==> src/rtl/log_grid_quadratic_interpolator_unit_macros.svh <==
// ----------------------------------------------------------------------------
// log grid interpolator assertion macros
// concurrent assertion forms for the rtl files, used by lgqi_queue
// ----------------------------------------------------------------------------
`ifndef LOG_GRID_QUADRATIC_INTERPOLATOR_UNIT_MACROS_SVH
`define LOG_GRID_QUADRATIC_INTERPOLATOR_UNIT_MACROS_SVH

// condition must never hold out of reset
`define LGQI_ASSERT_NEVER(label, clk, rstn, cond) \
    label: assert property (@(posedge clk) disable iff (!rstn) !(cond)) \
        else $error("assertion failed");

// antecedent implies consequent in the next cycle
`define LGQI_ASSERT_NEXT(label, clk, rstn, ante, cons) \
    label: assert property (@(posedge clk) disable iff (!rstn) (ante) |=> (cons)) \
        else $error("assertion failed");

`endif

==> src/rtl/lgqi_pkg.sv <==
// ----------------------------------------------------------------------------
// lgqi_pkg
// types and constants of the log grid quadratic interpolator
// ----------------------------------------------------------------------------
package lgqi_pkg;

    localparam int MAX_GRID    = 1023;
    localparam int CHANNELS    = 6;
    localparam int ROW_BITS    = $clog2(MAX_GRID + 1);
    localparam int CH_BITS     = 3;
    localparam int ADDR_W      = CH_BITS + ROW_BITS;
    localparam int TABLE_DEPTH = CHANNELS * (1 << ROW_BITS);
    localparam int QUEUE_DEPTH = 4;
    localparam int U_LIMIT     = 4 << 16;

    typedef enum logic [1:0] {
        ERR_OK      = 2'd0,
        ERR_RANGE   = 2'd1,
        ERR_CHANNEL = 2'd2
    } err_t;

    typedef enum logic [2:0] {
        CFG_LOG_LOWER  = 3'd0,
        CFG_LOG_UPPER  = 3'd1,
        CFG_LOG_STEP   = 3'd2,
        CFG_STEP_RECIP = 3'd3,
        CFG_GRID_COUNT = 3'd4
    } cfg_idx_t;

    typedef struct packed {
        logic signed [31:0] log_lower;
        logic signed [31:0] log_upper;
        logic [30:0]        log_step;
        logic [31:0]        step_reciprocal;
        logic [9:0]         grid_count;
    } cfg_t;

    typedef struct packed {
        logic                kind;
        logic [CH_BITS-1:0]  channel;
        logic [ROW_BITS-1:0] entry_index;
        logic signed [31:0]  entry_value;
        err_t                error;
        logic [ROW_BITS-1:0] grid_i;
        logic                dt_neg;
        logic                dt_big;
        logic [31:0]         dt_mag;
    } item_t;

    typedef struct packed {
        logic full;
        logic empty;
    } q_status_t;

endpackage

==> src/rtl/lgqi_front.sv <==
// ----------------------------------------------------------------------------
// lgqi_front
// accepts items, checks range and channel, finds grid index and offset
// ----------------------------------------------------------------------------
module lgqi_front (
    input  logic                   aclk,
    input  logic                   aresetn,
    input  lgqi_pkg::cfg_t         cfg,
    input  logic                   in_valid,
    output logic                   in_ready,
    input  logic                   in_kind,
    input  logic [2:0]             in_channel,
    input  logic [9:0]             in_entry_index,
    input  logic signed [31:0]     in_entry_value,
    input  logic signed [31:0]     in_log_t,
    input  lgqi_pkg::q_status_t    q_status,
    output logic                   push,
    output lgqi_pkg::item_t        push_item
);

    localparam int RB = lgqi_pkg::ROW_BITS;

    logic en;
    logic s1_valid_reg, s2_valid_reg, s3_valid_reg, s4_valid_reg;
    lgqi_pkg::item_t s1_reg, s2_reg, s3_reg, s4_reg;
    lgqi_pkg::item_t s1_next, s3_next;
    logic [31:0]   s1_d_reg, s2_d_reg, s3_d_reg, s4_d_reg;
    logic [RB-1:0] s1_n_reg, s2_n_reg;
    logic [23:0]   s2_q_reg;
    logic [40:0]   s4_sprod_reg;

    logic          oor;
    lgqi_pkg::err_t err_next;
    logic [32:0]   diff;
    logic [RB-1:0] n_next;
    logic [63:0]   qprod;
    logic [RB-1:0] nm1;
    logic [RB-1:0] i_next;
    logic [41:0]   dt;
    logic [41:0]   mag;

    assign en       = !s4_valid_reg || !q_status.full;
    assign in_ready = en;
    assign push     = s4_valid_reg && en;

    always_comb begin
        oor = (in_log_t < cfg.log_lower) || (in_log_t > cfg.log_upper);
        if (oor) begin
            err_next = lgqi_pkg::ERR_RANGE;
        end else if (32'(in_channel) >= lgqi_pkg::CHANNELS) begin
            err_next = lgqi_pkg::ERR_CHANNEL;
        end else begin
            err_next = lgqi_pkg::ERR_OK;
        end
        diff = {in_log_t[31], in_log_t} - {cfg.log_lower[31], cfg.log_lower};
        if (cfg.grid_count < 10'd2) begin
            n_next = RB'(2);
        end else if (32'(cfg.grid_count) > lgqi_pkg::MAX_GRID) begin
            n_next = RB'(lgqi_pkg::MAX_GRID);
        end else begin
            n_next = RB'(cfg.grid_count);
        end
        qprod = 64'(s1_d_reg) * 64'(cfg.step_reciprocal);
        nm1   = s2_n_reg - RB'(1);
        if (s2_q_reg >= 24'(nm1)) begin
            i_next = nm1;
        end else begin
            i_next = s2_q_reg[RB-1:0] + RB'(1);
        end
        dt  = {10'b0, s4_d_reg} - {1'b0, s4_sprod_reg};
        mag = dt[41] ? (42'd0 - dt) : dt;
    end

    always_comb begin
        s1_next             = '0;
        s1_next.kind        = in_kind;
        s1_next.channel     = in_channel;
        s1_next.entry_index = in_entry_index;
        s1_next.entry_value = in_entry_value;
        s1_next.error       = err_next;
        s3_next             = s2_reg;
        s3_next.grid_i      = i_next;
    end

    always_ff @(posedge aclk) begin
        if (!aresetn) begin
            s1_valid_reg <= 1'b0;
            s2_valid_reg <= 1'b0;
            s3_valid_reg <= 1'b0;
            s4_valid_reg <= 1'b0;
        end else if (en) begin
            s1_valid_reg <= in_valid;
            s2_valid_reg <= s1_valid_reg;
            s3_valid_reg <= s2_valid_reg;
            s4_valid_reg <= s3_valid_reg;
        end
    end

    always_ff @(posedge aclk) begin
        if (en) begin
            s1_reg   <= s1_next;
            s1_d_reg <= diff[31:0];
            s1_n_reg <= n_next;

            s2_reg   <= s1_reg;
            s2_d_reg <= s1_d_reg;
            s2_n_reg <= s1_n_reg;
            s2_q_reg <= qprod[63:40];

            s3_reg   <= s3_next;
            s3_d_reg <= s2_d_reg;

            s4_reg       <= s3_reg;
            s4_d_reg     <= s3_d_reg;
            s4_sprod_reg <= 41'(cfg.log_step) * 41'(s3_reg.grid_i);
        end
    end

    always_comb begin
        push_item        = s4_reg;
        push_item.dt_neg = dt[41];
        push_item.dt_big = |mag[41:32];
        push_item.dt_mag = mag[31:0];
    end

endmodule

==> config.mk <==
export PLATFORM = sky130hd
export DESIGN_NAME = lgqi_front
export DESIGN_NICKNAME = d
export VERILOG_FILES = /design/src/rtl/log_grid_quadratic_interpolator_unit_macros.svh /design/src/rtl/lgqi_pkg.sv /design/src/rtl/lgqi_front.sv
export SDC_FILE = /design/constraint.sdc
export NUM_CORES = 2
export LEC_CHECK = 0
export ABC_AREA = 1
export ABC_CLOCK_PERIOD_IN_PS = 26500
export BUFFER_PORTS_ARGS = -buffer_cell sky130_fd_sc_hd__buf_2
export CORE_ASPECT_RATIO = 0.8
export CORE_MARGIN = 1
export CORE_UTILIZATION = 40
export DETAILED_ROUTE_END_ITERATION = 10
export GPL_TIMING_DRIVEN = 0
export MAX_ROUTING_LAYER = met4
export SYNTH_ARGS = -nofsm -noshare
export SYNTH_HDL_FRONTEND = slang
export SYNTH_SLANG_ARGS = --single-unit
==> constraint.sdc <==
create_clock -name aclk -period 26.5 [get_ports aclk]
set_clock_uncertainty 0.2 [all_clocks]
set_input_delay 6.625 -clock aclk [delete_from_list [all_inputs] [get_ports aclk]]
set_output_delay 6.625 -clock aclk [all_outputs]
set_load 0.1 [all_outputs]
## Word level (Yosys, flattened, before mapping)

Cells that the tools add are included.

- Register bits after elaboration: 429
- Output and inout port bits: 94
- Bits of input ports: 220
- Word-level logic and storage cells: 55

- Magnitude comparators: 5
- Add/subtract/negate cells: 5
- Multiply operators: 2
- Reduce and logical (&&, ||, !) cells: 6
- Mux-type cells: 3

Operators by type and width:

| kind | count |
|---|---|
| 32-bit by 32-bit multiplier with 64-bit output | 1 |
| 42-bit 2-to-1 mux | 1 |
| 1-bit by 42-bit subtractor with 42-bit output, first input constant | 1 |
| 32-bit by 41-bit subtractor with 42-bit output | 1 |
| 31-bit by 10-bit multiplier with 41-bit output | 1 |
| 32-bit greater-than comparator | 1 |
| 32-bit < comparator | 1 |
| 32-bit subtractor | 1 |
| 24-bit by 10-bit greater-or-equal comparator with 1-bit output | 1 |
| 10-bit by 1-bit adder with 10-bit output, second input constant | 1 |
| 10-bit by 2-bit < comparator with 1-bit output, second input constant | 1 |
| 10-bit 2-to-1 mux | 1 |
| 10-bit OR reduction | 1 |
| 10-bit by 1-bit subtractor with 10-bit output, second input constant | 1 |
| 3-bit greater-or-equal comparator, second input constant | 1 |
| 1-bit logical NOT | 2 |
| 1-bit logical OR | 2 |
| 2-bit 2-to-1 mux | 1 |
| 1-bit logical AND | 1 |

## Longest topological paths before layout

- Depth after elaboration: 4
- Gate-level depth with buffers: 31
- Depth with buffers taken out: 30

## Worst setup path before layout

Ideal clock, no wire load.

- Path kind: input-to-output
- Start: input port q_status[1] (netlist bit)
- End: output port in_ready
- Stages on the path: 1
- Path buffers: 0
- Setup slack: 3.512 ns
- Arrival: 16.163 ns
- Required time: 19.675 ns
- Cells stage by stage: nand2_1

- Cells in the longest elaborated chain, start to end: 2

Ends and longest elaborated chain:

| element | RTL line | source |
|---|---|---|
| from (decl) | lgqi_front.sv:16 | `input lgqi_pkg::q_status_t q_status,` |
| 1-bit logical NOT | lgqi_front.sv:42 | `assign en = !s4_valid_reg \|\| !q_status.full;` |
| 1-bit logical OR | lgqi_front.sv:42 |  |
| to (decl) | lgqi_front.sv:10 | `output logic in_ready,` |

Every way passes these cells.

## Worst setup path in the final report

- Start: input port cfg[27] (netlist bit)
- End: register s2_q_reg[20], data pin

- Cells in the longest elaborated chain, start to end: 1

Ends and longest elaborated chain:

| element | RTL line | source |
|---|---|---|
| from (decl) | lgqi_front.sv:8 | `input lgqi_pkg::cfg_t cfg,` |
| 32-bit by 32-bit multiplier with 64-bit output | lgqi_front.sv:63 | `qprod = 64'(s1_d_reg) * 64'(cfg.step_reciprocal);` |
| named net qprod[60] | lgqi_front.sv:36 | `logic [63:0] qprod;` |
| to (signal assigned) | lgqi_front.sv:108 | `s2_q_reg <= qprod[63:40];` |
| to (decl) | lgqi_front.sv:29 | `logic [23:0] s2_q_reg;` |

The timed path passes the listed nets, and every way through them passes these cells.
A chain may end at the register's enable or synchronous reset.

==> run summary <==
The total setup buffers inserted after CTS came out at 0. The required arrival time at the worst endpoint came out at 26.56 ns. The setup slack on the worst flop-to-flop path is 16.48 ns. The cell sitting at the root of the clock tree is a sky130_fd_sc_hd__clkbuf_16. The fraction of synthesis flops using an asynchronous set or reset pin is 0%. Detailed placement finished with a half-perimeter wire length of about 190,000 um.

The average vias per placed instance is 5.02. The number of endpoints with negative hold slack in the final report is 0. The number of global-route vias before repair is 50,800. After the last flow step, the layout net total stands at 9,690. The I/O pin count came out at 314. Setup repair after global routing left no endpoint under its margin. The share of the core filled with cells in the final layout is between 40 and 50%. The number of buffers inserted by hold repair at cts came out at 0. Yosys mapped a number of flops with a built-in enable equal to 425.

The initial antenna violation count was 18. Compared with the post-synthesis result, the final layout area differs by 8.71%. The post-synthesis sequential element count is 429. The final critical delay including setup and external delays is 15.40 ns. The sequential-to-total area share from yosys stat is 20.1%. The number of unique standard cell types used by synthesis came out at 53. The global-route total usage across every layer came out at 28.6%. The share of layout cells above drive strength 1 is 5.15%. The share of the synthesized area in the top cell type is 35.2%. The per-cell routed wire length is 22.2 um. The endpoint of the worst register-to-register path is s2_q_reg[20]$_DFFE_PP_. The number of resized instances in the post-cts repair step is 0. The global route total overflow came out at 0. The worst-margin pin slew came out at between 1.5 and 2 ns.

Timing would allow up to 64.9 MHz. The cell total after placement is between 9,000 and 10,000. Entering global routing, the biggest net connects 76 pins. The area of the die came out at around 160,000 um^2. The final cell count without fillers is 10,100. During synthesis, Yosys emitted a total of 0 warnings. The startpoint identified for the worst hold timing path is s1_reg[57]$_DFFE_PP_.

In this run the worst hold path is classified as flip-flop to flip-flop. The kind of start point of the critical path is an input port. TritonCTS built the clock tree. Counting along the longest clock path gives a buffer depth of 3. Input and output buffers added on the ports amount to 281. The top cell types in the final layout, fill and taps aside, are 2,251 x sky130_fd_sc_hd__inv_1, 1,919 x sky130_fd_sc_hd__nand2_1, 1,127 x sky130_fd_sc_hd__fa_1, 445 x sky130_fd_sc_hd__ha_1, 425 x sky130_fd_sc_hd__edfxtp_1. The checks that failed: max-capacitance violations, max-slew violations. The critical path in this run is classified as input port to flip-flop. The source-to-sink clock delay at the later pin of the worst-skew pair came out at 0.56 ns. The number of DRC violations after detailed routing is 0. The dominant synthesized flop cell is sky130_fd_sc_hd__edfxtp_1. In this run the horizontal extent of the chip is roughly 450 um.

The critical path arrival came out at 15.46 ns. The number of standard cells after synthesis is approximately 7,600. The routed layout has 50,400 vias. The count of antenna-violating nets left after detailed routing is 0. The synthesized area per cell is 8.46 um^2.

The routability congestion estimate is 1.02. The die is 360 um tall. The count of cells along the worst register-to-register path came out at 23. The headroom to the max-slew limit came out at -5.52%. The total iterations of the first detailed-routing run is 7. The global-route wire length before repair came out at 331,000 um. The maximum fanout encountered on the critical timing path is 10. The clock buffer count from CTS is 39.

The endpoint with the worst hold slack is s2_reg[57]$_DFFE_PP_. The worst setup path is captured at a flip-flop. Of all cell types, the one taking the most synthesized area is sky130_fd_sc_hd__fa_1.

The first routing iteration left 4,829 violations. The max capacitance violation total came out at 1. The core region is between 150,000 and 200,000 um^2.

In the finished design, the share of the clock period the worst path needs comes to slightly below 60%. The count of final max-slew check failures was 11. The number of placement rows came out at 130. The initial cell density of the core came out at 40.5%. The number of clock sinks came out at 429.

The launching element of the worst setup path is cfg[27]. The run finished, with violations left. Synthesis produced a netlist with a net count of roughly 9,400. The final-report setup violation count came out at 0. The library cell used most frequently in the layout, excluding fill and tap cells, is sky130_fd_sc_hd__inv_1. The total length of routed wires is between 200,000 and 250,000 um. The register clock-pin slew on the reported worst setup and hold paths is ~0.07 ns. CTS built an H-tree with a depth of 2. The worst register-to-register path begins at s1_d_reg[16]$_DFFE_PP_. The hold path depth is 0.

After synthesis, the cell types taking the most area are sky130_fd_sc_hd__fa_1 35%, sky130_fd_sc_hd__edfxtp_1 20%, sky130_fd_sc_hd__inv_1 13%, sky130_fd_sc_hd__nand2_1 11%, sky130_fd_sc_hd__ha_1 8.7%. The summed instance area of the synthesized netlist came out at between 60,000 and 70,000 um^2.
-- how the worst max path moves through the flow --
| stage | endpoint | slack, ns | cells after the start |
|---|---|---|---|
| finish | s2_q_reg[20]$_DFFE_PP_ | 11.10 | 24 |
| global route | s2_q_reg[20]$_DFFE_PP_ | 11.10 | 24 |
| CTS | s2_q_reg[20]$_DFFE_PP_ | 11.50 | 24 |
| detailed placement | s2_q_reg[20]$_DFFE_PP_ | 10.96 | 24 |
| global placement | in_ready | -0.99 | 3 |
| floorplan | in_ready | 3.51 | 1 |
-- logic make-up after synthesis --
group           after synthesis  share of synthesized area [%]
simple gates               2431                           15.1
buf+inv                    2522                           14.8
compound gates              469                           4.15
xor+xnor                    145                           1.98
fa+ha+maj                  1572                           43.9
flops                       429                           20.1
-- layout make-up --
| cell class | count | area [um^2] |
|---|---|---|
| fillers | 15900 | 88300 |
| multi-input cells | 4617 | 41700 |
| flip-flops and latches | 429 | 12800 |
| inverters | 2255 | 8460 |
| well taps | 2112 | 2640 |
| repair buffers | 289 | 1600 |
| plain buffers | 267 | 1010 |
| clock buffers | 41 | 983 |
| clock inverters | 28 | 307 |
| diodes | 14 | 35.0 |
-- synth_stat cells (all sizes together), types with 2 or more instances --
| cell | count |
|---|---|
| clkbuf | 262 |
| ha | 445 |
| o21bai | 11 |
| nand4 | 33 |
| nor3b | 3 |
| o31ai | 8 |
| o221ai | 5 |
| inv | 2254 |
| or3 | 2 |
| nand3b | 11 |
| a21boi | 11 |
| nor2 | 273 |
| o21ai | 125 |
| o211ai | 10 |
| a21o | 5 |
| nand3 | 112 |
| dfxtp | 4 |
| edfxtp | 425 |
| or2 | 2 |
| xor2 | 93 |
| o21a | 19 |
| nor3 | 46 |
| xnor2 | 52 |
| nand2 | 1941 |
| buf | 5 |
| a2111oi | 2 |
| fa | 1127 |
| nor4 | 5 |
| a31oi | 40 |
| a21oi | 215 |
| a211oi | 7 |
| a221oi | 4 |
| o2111ai | 2 |
-- routing by layer --
layer	GRT usage, %	share of wire [%]
met5	-	0
met4	8.76	3.7
met3	5.58	9.3
met2	42.4	44
met1	39.4	43
-- critical path: stages --
cell and delay (ns):
sky130_fd_sc_hd__buf_2 0.24, sky130_fd_sc_hd__clkbuf_1 0.97, sky130_fd_sc_hd__nand2_1 0.20, sky130_fd_sc_hd__fa_1 0.57, sky130_fd_sc_hd__fa_1 0.55, sky130_fd_sc_hd__inv_1 0.07, sky130_fd_sc_hd__fa_1 0.51, sky130_fd_sc_hd__fa_1 0.67
sky130_fd_sc_hd__fa_1 0.49, sky130_fd_sc_hd__fa_1 0.50, sky130_fd_sc_hd__fa_1 0.52, sky130_fd_sc_hd__inv_1 0.06, sky130_fd_sc_hd__fa_1 0.49, sky130_fd_sc_hd__inv_1 0.05, sky130_fd_sc_hd__ha_1 0.35, sky130_fd_sc_hd__a21oi_1 0.39
sky130_fd_sc_hd__o21ai_0 0.24, sky130_fd_sc_hd__a21boi_0 0.50, sky130_fd_sc_hd__o21ai_0 0.18, sky130_fd_sc_hd__nand2_1 0.09, sky130_fd_sc_hd__o211ai_1 0.09, sky130_fd_sc_hd__a21oi_1 0.50, sky130_fd_sc_hd__o21ai_0 0.38, sky130_fd_sc_hd__xor2_1 0.23
-- per-stage QoR --
step                TNS (ns)  setup slack, ns  area [um^2]  hold WS [ns]
floorplan                  0             3.51        64000         0.200
global placement      -0.991           -0.991        68100         0.200
detailed placement         0            10.96        68300         0.205
CTS                        0            11.50        69600         0.207
global route               0            11.10        69600         0.215
finish                     0            11.10        69600         0.207
Power is not shown: default switching activity piles up to over one toggle a cycle in this logic, so the estimate is an artifact.
