<file path="config.mk">
export PLATFORM = sky130hd
export DESIGN_NAME = lgqi_queue
export DESIGN_NICKNAME = d
export VERILOG_FILES = /design/src/rtl/lgqi_pkg.sv /design/src/rtl/lgqi_queue.sv
export VERILOG_INCLUDE_DIRS = /design/src /design/src/rtl
export SDC_FILE = /design/constraint.sdc
export NUM_CORES = 1
export LEC_CHECK = 0
export BUFFER_PORTS_ARGS = -buffer_cell sky130_fd_sc_hd__buf_2
export CAP_MARGIN = 0
export CORE_MARGIN = 5
export CORE_UTILIZATION = 50
export CTS_BUF_LIST = sky130_fd_sc_hd__clkbuf_4
export DETAILED_ROUTE_END_ITERATION = 7
export PLACE_DENSITY = 0.72
export SETUP_SLACK_MARGIN = 0.05
export SLEW_MARGIN = 20
export SYNTH_ARGS = -nofsm -noshare
export SYNTH_HDL_FRONTEND = slang
export SYNTH_SLANG_ARGS = --single-unit
</file>
<file path="constraint.sdc">
create_clock -name aclk -period 10.1 [get_ports aclk]
set_clock_uncertainty 0.1 [all_clocks]
set_input_delay 0.505 -clock aclk [delete_from_list [all_inputs] [get_ports aclk]]
set_output_delay 0.505 -clock aclk [all_outputs]
set_load 0.02 [all_outputs]
</file>
<file path="src/rtl/log_grid_quadratic_interpolator_unit_macros.svh">
// ----------------------------------------------------------------------------
// log grid interpolator assertion macros
// concurrent assertion forms for the rtl files, used by lgqi_queue
// ----------------------------------------------------------------------------
`ifndef LOG_GRID_QUADRATIC_INTERPOLATOR_UNIT_MACROS_SVH
`define LOG_GRID_QUADRATIC_INTERPOLATOR_UNIT_MACROS_SVH

// condition must never hold out of reset
`define LGQI_ASSERT_NEVER(label, clk, rstn, cond) \
    label: assert property (@(posedge clk) disable iff (!rstn) !(cond)) \
        else $error("assertion failed");

// antecedent implies consequent in the next cycle
`define LGQI_ASSERT_NEXT(label, clk, rstn, ante, cons) \
    label: assert property (@(posedge clk) disable iff (!rstn) (ante) |=> (cons)) \
        else $error("assertion failed");

`endif

</file>
<file path="src/rtl/lgqi_pkg.sv">
// ----------------------------------------------------------------------------
// lgqi_pkg
// types and constants of the log grid quadratic interpolator
// ----------------------------------------------------------------------------
package lgqi_pkg;

    localparam int MAX_GRID    = 1023;
    localparam int CHANNELS    = 6;
    localparam int ROW_BITS    = $clog2(MAX_GRID + 1);
    localparam int CH_BITS     = 3;
    localparam int ADDR_W      = CH_BITS + ROW_BITS;
    localparam int TABLE_DEPTH = CHANNELS * (1 << ROW_BITS);
    localparam int QUEUE_DEPTH = 4;
    localparam int U_LIMIT     = 4 << 16;

    typedef enum logic [1:0] {
        ERR_OK      = 2'd0,
        ERR_RANGE   = 2'd1,
        ERR_CHANNEL = 2'd2
    } err_t;

    typedef enum logic [2:0] {
        CFG_LOG_LOWER  = 3'd0,
        CFG_LOG_UPPER  = 3'd1,
        CFG_LOG_STEP   = 3'd2,
        CFG_STEP_RECIP = 3'd3,
        CFG_GRID_COUNT = 3'd4
    } cfg_idx_t;

    typedef struct packed {
        logic signed [31:0] log_lower;
        logic signed [31:0] log_upper;
        logic [30:0]        log_step;
        logic [31:0]        step_reciprocal;
        logic [9:0]         grid_count;
    } cfg_t;

    typedef struct packed {
        logic                kind;
        logic [CH_BITS-1:0]  channel;
        logic [ROW_BITS-1:0] entry_index;
        logic signed [31:0]  entry_value;
        err_t                error;
        logic [ROW_BITS-1:0] grid_i;
        logic                dt_neg;
        logic                dt_big;
        logic [31:0]         dt_mag;
    } item_t;

    typedef struct packed {
        logic full;
        logic empty;
    } q_status_t;

endpackage

</file>
<file path="src/rtl/lgqi_queue.sv">
// ----------------------------------------------------------------------------
// lgqi_queue
// short register queue between the front and back parts
// ----------------------------------------------------------------------------
`include "log_grid_quadratic_interpolator_unit_macros.svh"

module lgqi_queue (
    input  logic                aclk,
    input  logic                aresetn,
    input  logic                push,
    input  lgqi_pkg::item_t     push_item,
    input  logic                pop,
    output lgqi_pkg::item_t     head,
    output lgqi_pkg::q_status_t status
);

    localparam int PB = $clog2(lgqi_pkg::QUEUE_DEPTH);
    localparam int CB = $clog2(lgqi_pkg::QUEUE_DEPTH + 1);

    lgqi_pkg::item_t entries_reg [lgqi_pkg::QUEUE_DEPTH];
    logic [PB-1:0] wr_ptr_reg, rd_ptr_reg;
    logic [CB-1:0] count_reg, count_next;

    always_comb begin
        count_next = count_reg;
        if (push && !pop) begin
            count_next = count_reg + CB'(1);
        end else if (pop && !push) begin
            count_next = count_reg - CB'(1);
        end
    end

    always_ff @(posedge aclk) begin
        if (!aresetn) begin
            wr_ptr_reg <= '0;
            rd_ptr_reg <= '0;
            count_reg  <= '0;
        end else begin
            if (push) begin
                wr_ptr_reg <= wr_ptr_reg + PB'(1);
            end
            if (pop) begin
                rd_ptr_reg <= rd_ptr_reg + PB'(1);
            end
            count_reg <= count_next;
        end
    end

    always_ff @(posedge aclk) begin
        if (push) begin
            entries_reg[wr_ptr_reg] <= push_item;
        end
    end

    assign head         = entries_reg[rd_ptr_reg];
    assign status.full  = (count_reg == CB'(lgqi_pkg::QUEUE_DEPTH));
    assign status.empty = (count_reg == '0);

    `LGQI_ASSERT_NEVER(a_no_overflow, aclk, aresetn, push && status.full)
    `LGQI_ASSERT_NEVER(a_no_underflow, aclk, aresetn, pop && status.empty)
    `LGQI_ASSERT_NEXT(a_count_up, aclk, aresetn, push && !pop, count_reg == $past(count_reg) + CB'(1))

endmodule

</file>
======== Word-level counts from Yosys, hierarchy flattened ========
Memory sizes are Yosys's and may differ from the RTL's. A register that Yosys moved wholly into a read port is not among the register bits.
Cells that the tools add are included.
storage, ports and cells
  register bits ........................... 7
  bits in latches ......................... 0
  bits in writable memories ............... 368
  ROM bits ................................ 0
  memories kept ........................... 1
operators by class
  add/sub/neg operators ................... 4
  $mul .................................... 0
  div/mod/pow operators ................... 0
  order comparisons ....................... 0
  equal/unequal tests ..................... 1
  shift operators ......................... 0
  mux-type cells .......................... 6
  bitwise logic cells ..................... 0
  reduce and logical (&&, ||, !) cells .... 6
memory list
  name         depth  bits a word  rd ports  clocked after memory_dff  wr ports  RTL line          source
  entries_reg  4      92           1         1                         1         lgqi_queue.sv:20  lgqi_pkg::item_t entries_reg [lgqi_pkg::QUEUE_DEPTH];
operators by type and width
  operator               number
  $mux W3                2
  $add A2 B1 Y2 const B  2
  $mux W2                2
  $add A3 B1 Y3 const B  1
  $eq A3 B3 Y1 const B   1
  $logic_not A3 Y1       1
  $sub A3 B1 Y3 const B  1
  $logic_and A1 B1 Y1    2
  $logic_not A1 Y1       2
  $mux W1                2
  $reduce_bool A2 Y1     1

======== Longest topological paths before layout ========
Gate-level depths: netlist (run 1).
  depth in word-level cells ............... 4
  depth in mapped cells ................... 7
  mapped depth without buffers ............ 7

======== Worst setup path before layout (run 1) ========
No wires, ideal clock.
  path type ............................... register to register
  start ................................... register wr_ptr_reg[0]
  end ..................................... memory entries_reg[0][0] (netlist bit) (enable)
  library setup time ...................... 0.461 ns
  data arrival time ....................... 2.673 ns
  data required time ...................... 9.539 ns
  path slack .............................. 6.867 ns
  cell stages (with the launch flop) ...... 4
  buffers on the path ..................... 0
  clock period less this slack ............ 3.233 ns
  cells stage by stage .................... dfxtp_1 inv_1 ha_1 and2_1
RTL lines
  item                      RTL line          source
  start: declaration        lgqi_queue.sv:21  logic [PB-1:0] wr_ptr_reg, rd_ptr_reg;
  start signal: assignment  lgqi_queue.sv:40  wr_ptr_reg <= wr_ptr_reg + PB'(1);
  end: declaration          lgqi_queue.sv:20
Straight into the memory's write port.

==> flow_summary.toml, run 1 <==
[cells_and_area]
syn_to_final_growth_pct = 24.7
final_common_cell = "edfxtp_1"
largest_reg_flops = 368
layout.nets = 991
fin_cells = 1291
drive_above_1_share_pct = 46.3
final_cell_mix = "368 x edfxtp_1, 189 x buf_2, 138 x clkbuf_4"

[sta]
grt_setup_unrepaired = "no"
max_freq_mhz = 288
setup_viol = 0
finalHoldViolCount = 0
tns_ns = 0
tightest_slew_ns = 0.908
maxSlewHeadroom_pct = 39.5
finalCritPeriodShare_pct = 34.4
maxSlewViolCount = 0
min_period_ns = 3.47

[floorplanning]
start_util_pct = 50.8
die_h_um = 176
die_w_um = 176
dieArea_um2 = 30900
boundaryPins = 190
core-area_um2 = 27000
rows = 60

[pwr]
combPwrFrac_pct = 11.2
p_int_uw = 2640
peakVddDrop_v = 0.000143
powerDensity_nw_per_um2 = 201
p_seq_share_pct = 53.2
p_sw_uw = 796
clockPowerShare_pct = 35.6
leakagePower_uw = 0.00596
swShare_pct = 23.2

[grt]
grt_max_degree = 61
grt_usage_pct = 17.3
grt_antenna_before_repair = 2
globalRouteMet3Util_pct = 4.84
first_global_vias = 7773
grt.overflow.total = 0
grt_use_met2_pct = 29.6
grt_first_pass_wirelength_mm = 41.7
met1_usage_pct = 21.7
gr-max-usage-layer = "met2"

[detailed_routing]
drt-initial-drc-count = 428
wl_mm = 26.4
avgViaCountPerCell = 5.27
vias = 6805
dr.pass1.iters = 5
antenna_left = 0
post_drt_wl_per_cell_um = 20.5
drc_errors = 0

[clocking]
clkLatencyLatePin_ns = 0.64
cts_sinks = 377
post_cts_buffers = 0
numCtsBuffers = 95
clk_pin_slew_ns = 0.06
cts-root-buf = "clkbuf_4"
clk_path_buf_depth = 3
htreeDepth = 3
cts_tree = "done"

[placed_design]
port_buffers = 189
dp_cells = 1040
gp_congestion = 0.739
dp_hpwl_mm = 15.0

[logic_synthesis]
avgSynthCellArea_um2 = 26.2
yosys.area.top_type = "edfxtp_1"
yosys_warnings = 0
synth_nets = 625
yosysTopAreaCellShare_pct = 80.5
synth.cell_area_um2 = 13700
seq_area_frac_synth_pct = 81.8
ys_seq_elements = 377
synth_area_leaders = "edfxtp_1 81%, mux4_2 15%, dfxtp_1 1.3%, buf_6 0.74%, ha_1 0.46%"
ys_types = 20
synthCells = 523

[setup_path]
cp_cell_sequence = "buf_4, mux4_2, buf_2"
path_delay_family = "buffers and inverters"
critPathRequiredTime_ns = 9.50
cp_data_arrival_time_ns = 2.87
path_buf_inv = 2
worstSetupEndpointType = "output port"
critPathSlowestCell = "dfxtp_4"
start_kind = "flop"
worstPathMaxFanout = 31
path_class = "reg -> out"
slowest_delay_ns = 0.76

[run_status]
outcome = "finished, final reports clean"

[run]
drv_cap = 0

[min_path]
worstHoldPathType = "in -> reg"
## worst paths after layout
| kind | from | endpoint | slack [ns] | depth (start not counted) |
|---|---|---|---|---|
| min reg2reg | count_reg[2] | count_reg[2] | 0.44 | 2 |
| min | pop | flop | 0.18 | 3 |
| max | flop | head[21] | 6.63 | 3 |
| max reg2reg | wr_ptr_reg[0] | entries_reg[1][26] | 7.70 | 3 |
## metal layers
layer	wire length [um]	share of wire, %
met1	10600	40
met2	13900	52
met3	1650	6.2
met4	345	1.3
met5	11	0.042
## area by class of cell
class | instances | area, um^2
flip-flops and latches | 377 | 11200
clock inverters | 19 | 136
well taps | 341 | 427
multi-input cells | 122 | 2330
fillers | 1861 | 9910
diodes | 1 | 2.50
inverters | 4 | 15.0
clock buffers | 138 | 1040
repair buffers | 289 | 1930
## logic make-up (layout without fill, tap and decap cells)
logic type	after synthesis	after routing	share of synthesized area, %
AO/OA/AOI/OAI	2	2	0.0912
XOR/XNOR	5	5	0.319
adder cells (fa/ha/maj)	6	6	0.602
buffers and inverters	24	450	1.23
flip-flops	377	377	81.8
multiplexers	94	94	15.2
other	0	1	0
AND/OR/NAND/NOR	15	15	0.666
## per-stage QoR
stage	util [%]	hold WS, ns	setup slack, ns	total power (uW)	cell area, um^2
3_3_place_gp	55.5	0.385	7.19	2210	15000
3_5_place_dp	55.5	0.442	7.19	2220	15000
6_report	63.3	0.181	6.63	3430	17100
5_1_grt	63.3	0.132	6.30	3610	17100
2_1_floorplan	-	0.372	6.87	2090	13700
4_1_cts	63.3	0.0898	6.43	3480	17100
## cell usage after synthesis (all sizes together)
cell,count
and2,9
o21ai,1
mux4,92
inv,4
nor2b,2
nor3,1
dfxtp,9
nand2,1
mux2i,2
buf,18
ha,5
xor2,3
a21boi,1
nor3b,1
edfxtp,368
or3,1
fa,1
xnor2,2
clkbuf,2
## timing repair
action,CTS,global route
gates resized for setup,0,0
endpoints found under the hold margin,375,0
hold buffers,93,0
## worst register-to-register path: stages, from the launching register on
cell	delay, ns
dfxtp_1	0.40
ha_1	0.17
and2_4	0.49
buf_4	0.79
## power groups by stage
stage               clock network [uW]  registers [uW]  logic, uW
CTS                               1260            1830        392
floorplan                            0            1850        246
global placement                     0            1860        354
finish                            1220            1830        384
global route                      1360            1830        413
detailed placement                   0            1860        361
Note: power is estimated with default switching activity, not from simulation.
==> run 2: changes to the inputs <==
--- a/config.mk
+++ b/config.mk
@@ -6,6 +6,7 @@
 export SDC_FILE = /design/constraint.sdc
 export NUM_CORES = 1
 export LEC_CHECK = 0
+export ABC_AREA = 1
 export BUFFER_PORTS_ARGS = -buffer_cell sky130_fd_sc_hd__buf_2
 export CAP_MARGIN = 0
 export CORE_MARGIN = 5
==> constraint.sdc (replaced) <==
create_clock -name aclk -period 3.46 [get_ports aclk]
set_clock_uncertainty 0.1 [all_clocks]
set_input_delay 0.173 -clock aclk [delete_from_list [all_inputs] [get_ports aclk]]
set_output_delay 0.173 -clock aclk [all_outputs]
set_load 0.02 [all_outputs]
==> run 2 against run 1 <==
Effect of this change:
- largest power group unchanged
- combinational power rose to 2.9 times the previous value
- critical path depth up 2
- largest cell class unchanged
- power grew to 2.9 times the previous value
- critical path type unchanged
==> flow_summary.toml, run 2 <==
[run_status]
outcome = "finished, final reports clean"

[sta]
grt_setup_unrepaired = "no"
max_freq_mhz = 360
maxSlewViolCount = 0
finalHoldViolCount = 0
tightest_slew_ns = 0.787
maxSlewHeadroom_pct = 47.6
setup_viol = 0
finalCritPeriodShare_pct = 80.2
tns_ns = 0
fin_ws_ns = 0.683
min_period_ns = 2.78

[floorplanning]
start_util_pct = 50.7
die_w_um = 178
rows = 61
boundaryPins = 190
dieArea_um2 = 31600
core-area_um2 = 27800
die_h_um = 178

[detailed_routing]
dr.pass1.iters = 5
antenna_left = 0
wl_mm = 30.9
drt-initial-drc-count = 594
avgViaCountPerCell = 5.23
drc_errors = 0
post_drt_wl_per_cell_um = 17.7
vias = 9120

[clocking]
clk_pin_slew_ns = 0.07
cts_resized = 0
cts-root-buf = "clkbuf_4"
clk_path_buf_depth = 3
cts_hold_buf = 98
cts_tree = "done"
numCtsBuffers = 92
cts_sinks = 377
post_cts_buffers = 0
htreeDepth = 3
clkLatencyLatePin_ns = 0.68

[setup_path]
r2r-end = "count_reg[2]"
rrSetupSlack_ns = 1.06
path_class = "reg -> out"
worstSetupEndpointType = "output port"
rr_worst_depth = 8
rr_startpoint = "count_reg[0]"
critPathCapture = "head[82]"
cp_data_arrival_time_ns = 2.50
critPathRequiredTime_ns = 3.19
start_kind = "flop"
worstPathMaxFanout = 85

[logic_synthesis]
synth_edf_count = 368
synth_flop_cell = "edfxtp_1"
synth.cell_area_um2 = 14100
ys_seq_elements = 377
seq_area_frac_synth_pct = 79.8
ys_types = 20
synth_nets = 1050
yosys_warnings = 0
synth_area_leaders = "edfxtp_1 79%, nor2_1 5.0%, o21ai_0 4.3%, o22ai_1 4.1%, o21ai_1 2.5%"
async_reset_ff_share_pct = 0
yosys.area.top_type = "edfxtp_1"
avgSynthCellArea_um2 = 14.8
yosysMostFrequentCell = "edfxtp_1"
synthCells = 948
yosysTopAreaCellShare_pct = 78.5
yosys-top-cells-count = "368 x edfxtp_1, 189 x nor2_1, 120 x o21ai_0"

[pwr]
peakVddDrop_v = 0.000426
leakagePower_uw = 0.00634
combPwrFrac_pct = 11.1
p_int_uw = 7580
powerDensity_nw_per_um2 = 572
p_sw_uw = 2460
clockPowerShare_pct = 36.5
p_seq_share_pct = 52.4
swShare_pct = 24.5

[placed_design]
dp_hpwl_mm = 16.4
pre_cts_slack_ns = 1.43
port_buffers = 189
gp_congestion = 0.701

[grt]
first_global_vias = 9285
grt.overflow.total = 0
grt_first_pass_wirelength_mm = 47.8
grt_usage_pct = 19.3
grt_antenna_before_repair = 2
grt_max_degree = 106

[cells_and_area]
layout.nets = 1389
drive_above_1_share_pct = 26.6
syn_to_final_growth_pct = 24.7
largest_reg_flops = 368
final_common_cell = "edfxtp_1"
final_cell_mix = "368 x edfxtp_1, 189 x nor2_1, 189 x buf_2"

[min_path]
holdPathStages = 2
hold_start = "push_item[81]"
worstHoldPathType = "in -> reg"

[run]
drv_cap = 0
-- run 2: cell type report --
cell class	count	area, um^2
repair buffers	305	2140
multi-input cells	494	2390
fillers	2071	10200
inverters	17	80.1
well taps	378	473
clock inverters	33	181
clock buffers	139	1040
flip-flops and latches	377	11200
diodes	2	5.00
-- run 2: critical path, cell delays in order (launching register included) --
cell,delay (ns)
dfxtp_4,0.37
inv_6,0.44
buf_4,0.38
o21ai_0,0.12
o22ai_1,0.19
buf_2,0.21
-- run 2: worst min-delay path by stage --
stage                     slack, ns                 end
after floorplan                0.17   entries_reg[0][0]
after global placement         0.28  entries_reg[0][82]
after detailed placement       0.29  entries_reg[2][63]
after CTS                      0.05  entries_reg[2][82]
after global routing           0.09  entries_reg[2][46]
final                          0.15  entries_reg[2][81]
-- run 2: power by group through the flow --
stage	Clock [uW]	Combinational (uW)	Sequential (uW)
floorplan	0	637	5360
global placement	0	1010	5350
detailed placement	0	1030	5360
CTS	3770	1120	5260
global route	4050	1220	5270
finish	3660	1120	5260
-- run 2: kinds of logic after synthesis --
family / count (synthesis) / share of synthesized area (%)
AO/OA/AOI/OAI: 286 / 11.0
AND/OR/NAND/NOR: 202 / 5.43
buffers and inverters: 77 / 3.21
adder cells (fa/ha/maj): 6 / 0.587
flip-flops: 377 / 79.8
-- run 2: routing by layer --
layer | vias to the layer above | track usage (%) | part of all wire, %
met5 | - | 0 | 0
li1 | 4331 | - | -
met1 | 4434 | 23.7 | 41
met3 | 53 | 6.01 | 7.6
met2 | 302 | 32.9 | 50
met4 | 0 | 6.19 | 1.8
-- run 2: per-stage QoR --
stage / hold WS (ns) / instance area (um^2) / total power [uW] / cells / util, %
2_1_floorplan: 0.172 / 14100 / 6000 / 948 / -
3_3_place_gp: 0.284 / 15300 / 6360 / 1473 / 55.2
3_5_place_dp: 0.289 / 15300 / 6390 / 1473 / 55.2
4_1_cts: 0.0549 / 17500 / 10200 / 1743 / 63.2
5_1_grt: 0.0864 / 17600 / 10500 / 1745 / 63.2
6_report: 0.151 / 17600 / 10000 / 1745 / 63.2
==> run 3: changes to the inputs <==
--- a/config.mk
+++ b/config.mk
@@ -13,7 +13,7 @@
 export CORE_UTILIZATION = 50
 export CTS_BUF_LIST = sky130_fd_sc_hd__clkbuf_4
 export DETAILED_ROUTE_END_ITERATION = 7
-export PLACE_DENSITY = 0.72
+export PLACE_DENSITY = 0.75
 export SETUP_SLACK_MARGIN = 0.05
 export SLEW_MARGIN = 20
 export SYNTH_ARGS = -nofsm -noshare
==> constraint.sdc (replaced) <==
create_clock -name aclk -period 2.2 [get_ports aclk]
set_clock_uncertainty 0.1 [all_clocks]
set_input_delay 0.11 -clock aclk [delete_from_list [all_inputs] [get_ports aclk]]
set_output_delay 0.11 -clock aclk [all_outputs]
set_load 0.02 [all_outputs]
==> run 3 against run 2 <==
Effect of this change:
- worst setup slack got worse by 0.71 ns
- combinational power rose by 130%
- the run now ends with negative setup slack left
- final area is 11% higher
==> flow_summary.toml, run 3 (same netlist as run 2, synthesis figures left out) <==
[run_status]
outcome = "complete, but fails checks"
violations = "negative setup slack"

[cells_and_area]
final_cell_mix = "368 x edfxtp_1, 151 x nor2_1, 138 x clkbuf_4"
drive_above_1_share_pct = 37.6
syn_to_final_growth_pct = 38.8
final-seq-area_um2 = 11200
layout.nets = 1432
fin_cells = 1784
final_common_cell = "edfxtp_1"
fill_cells = 1771
multi_input_comb_area_um2 = 2990
largest_reg_flops = 368

[floorplanning]
boundaryPins = 190
die_h_um = 178
start_util_pct = 50.7
rows = 61
die_w_um = 178
dieArea_um2 = 31600
core-area_um2 = 27800

[clocking]
htreeDepth = 3
cts_tree = "done"
numCtsBuffers = 94
cts-root-buf = "clkbuf_4"
clk_path_buf_depth = 3
clkLatencyLatePin_ns = 0.68
clk_pin_slew_ns = 0.07
cts_sinks = 377

[detailed_routing]
dr.pass1.iters = 5
drt-initial-drc-count = 970
avgViaCountPerCell = 5.65
vias = 10100
antenna_left = 0
post_drt_wl_per_cell_um = 22.7
wl_mm = 40.6
drc_errors = 0

[min_path]
worstHoldPathType = "in -> reg"

[pwr]
peakVddDrop_v = 0.000693
powerDensity_nw_per_um2 = 847
power_uw = 16600
leakagePower_uw = 0.00706

[grt]
grt.overflow.total = 0
grt_antenna_before_repair = 4
grt_usage_pct = 23.6
first_global_vias = 10300
grt_max_degree = 65
grt_first_pass_wirelength_mm = 56.8

[sta]
maxSlewViolCount = 0
finalCritPeriodShare_pct = 101
hold_ws_ns = 0.0665
setup_viol = 2
fin_ws_ns = -0.0299
tightest_slew_ns = 0.525
max_freq_mhz = 448
maxSlewHeadroom_pct = 65.0
min_period_ns = 2.23
grt_setup_unrepaired = "yes"
finalHoldViolCount = 0
tns_ns = -0.0400

[setup_path]
cp_data_arrival_time_ns = 2.02
worstSetupEndpointType = "output port"
path_class = "reg -> out"
start_kind = "flop"
worstPathMaxFanout = 17
critPathRequiredTime_ns = 1.99

[placed_design]
dp_hpwl_mm = 17.4
gp_congestion = 0.736
port_buffers = 189
dp_cells = 1477
pre_cts_slack_ns = 0.413

[run]
drv_cap = 0
[run 3: repair_timing]
action                                 in CTS  in global routing
gates cloned                               16                 12
pin swaps                                  17                 53
setup buffers                               8                  0
gates resized for setup                   189                163
setup endpoints to repair                  92                 92
hold buffers                               98                  1
endpoints found under the hold margin     377                  2
[run 3: path summary, 6_finish.rpt]
path                                           end           from  slack [ns]  depth (start not counted)
worst min-delay path            entries_reg[0][14]  push_item[14]        0.07                          2
worst max register to register   entries_reg[1][4]  wr_ptr_reg[1]        0.43                          5
worst max-delay path                      head[91]           flop       -0.03                          6
worst min register to register                flop  rd_ptr_reg[1]        0.35                          1
[run 3: report_power, final]
group | switching (uW) | internal (uW) | total, uW
sequential | 102 | 8210 | 8310
combinational | 1490 | 1100 | 2590
clock | 2760 | 2900 | 5660
total | 4350 | 12200 | 16600
[run 3: final cells by class]
cell class	instances	area share, %
sequential	377	57.5
timing repair inverter	2	0.160
clock buffer	138	5.30
timing repair buffer	344	18.0
tap	378	2.42
inverter	17	0.512
multi-input combinational	494	15.3
clock inverter	32	0.736
antenna	2	0.0256
[run 3: critical path, stage by stage, from the launching register on]
cell     delay [ns]
dfxtp_4        0.37
buf_12         0.19
inv_16         0.09
buf_16         0.17
o21ai_0        0.21
o22ai_1        0.13
buf_4          0.18
[run 3: per-layer routing]
metal / track usage, % / routed length [um] / up-vias
li1: - / - / 4450
met1: 28.7 / 15300 / 4988
met2: 40.4 / 20600 / 536
met3: 6.92 / 3580 / 97
met4: 8.22 / 1080 / 4
met5: 0 / 14 / -
[run 3: stage by stage]
step | cell area, um^2 | util (%)
final | 19500 | 70.3
after detailed placement | 15500 | 55.7
after CTS | 18600 | 67.1
after global placement | 15500 | 55.7
after global routing | 19500 | 70.3
after floorplan | 14100 | -
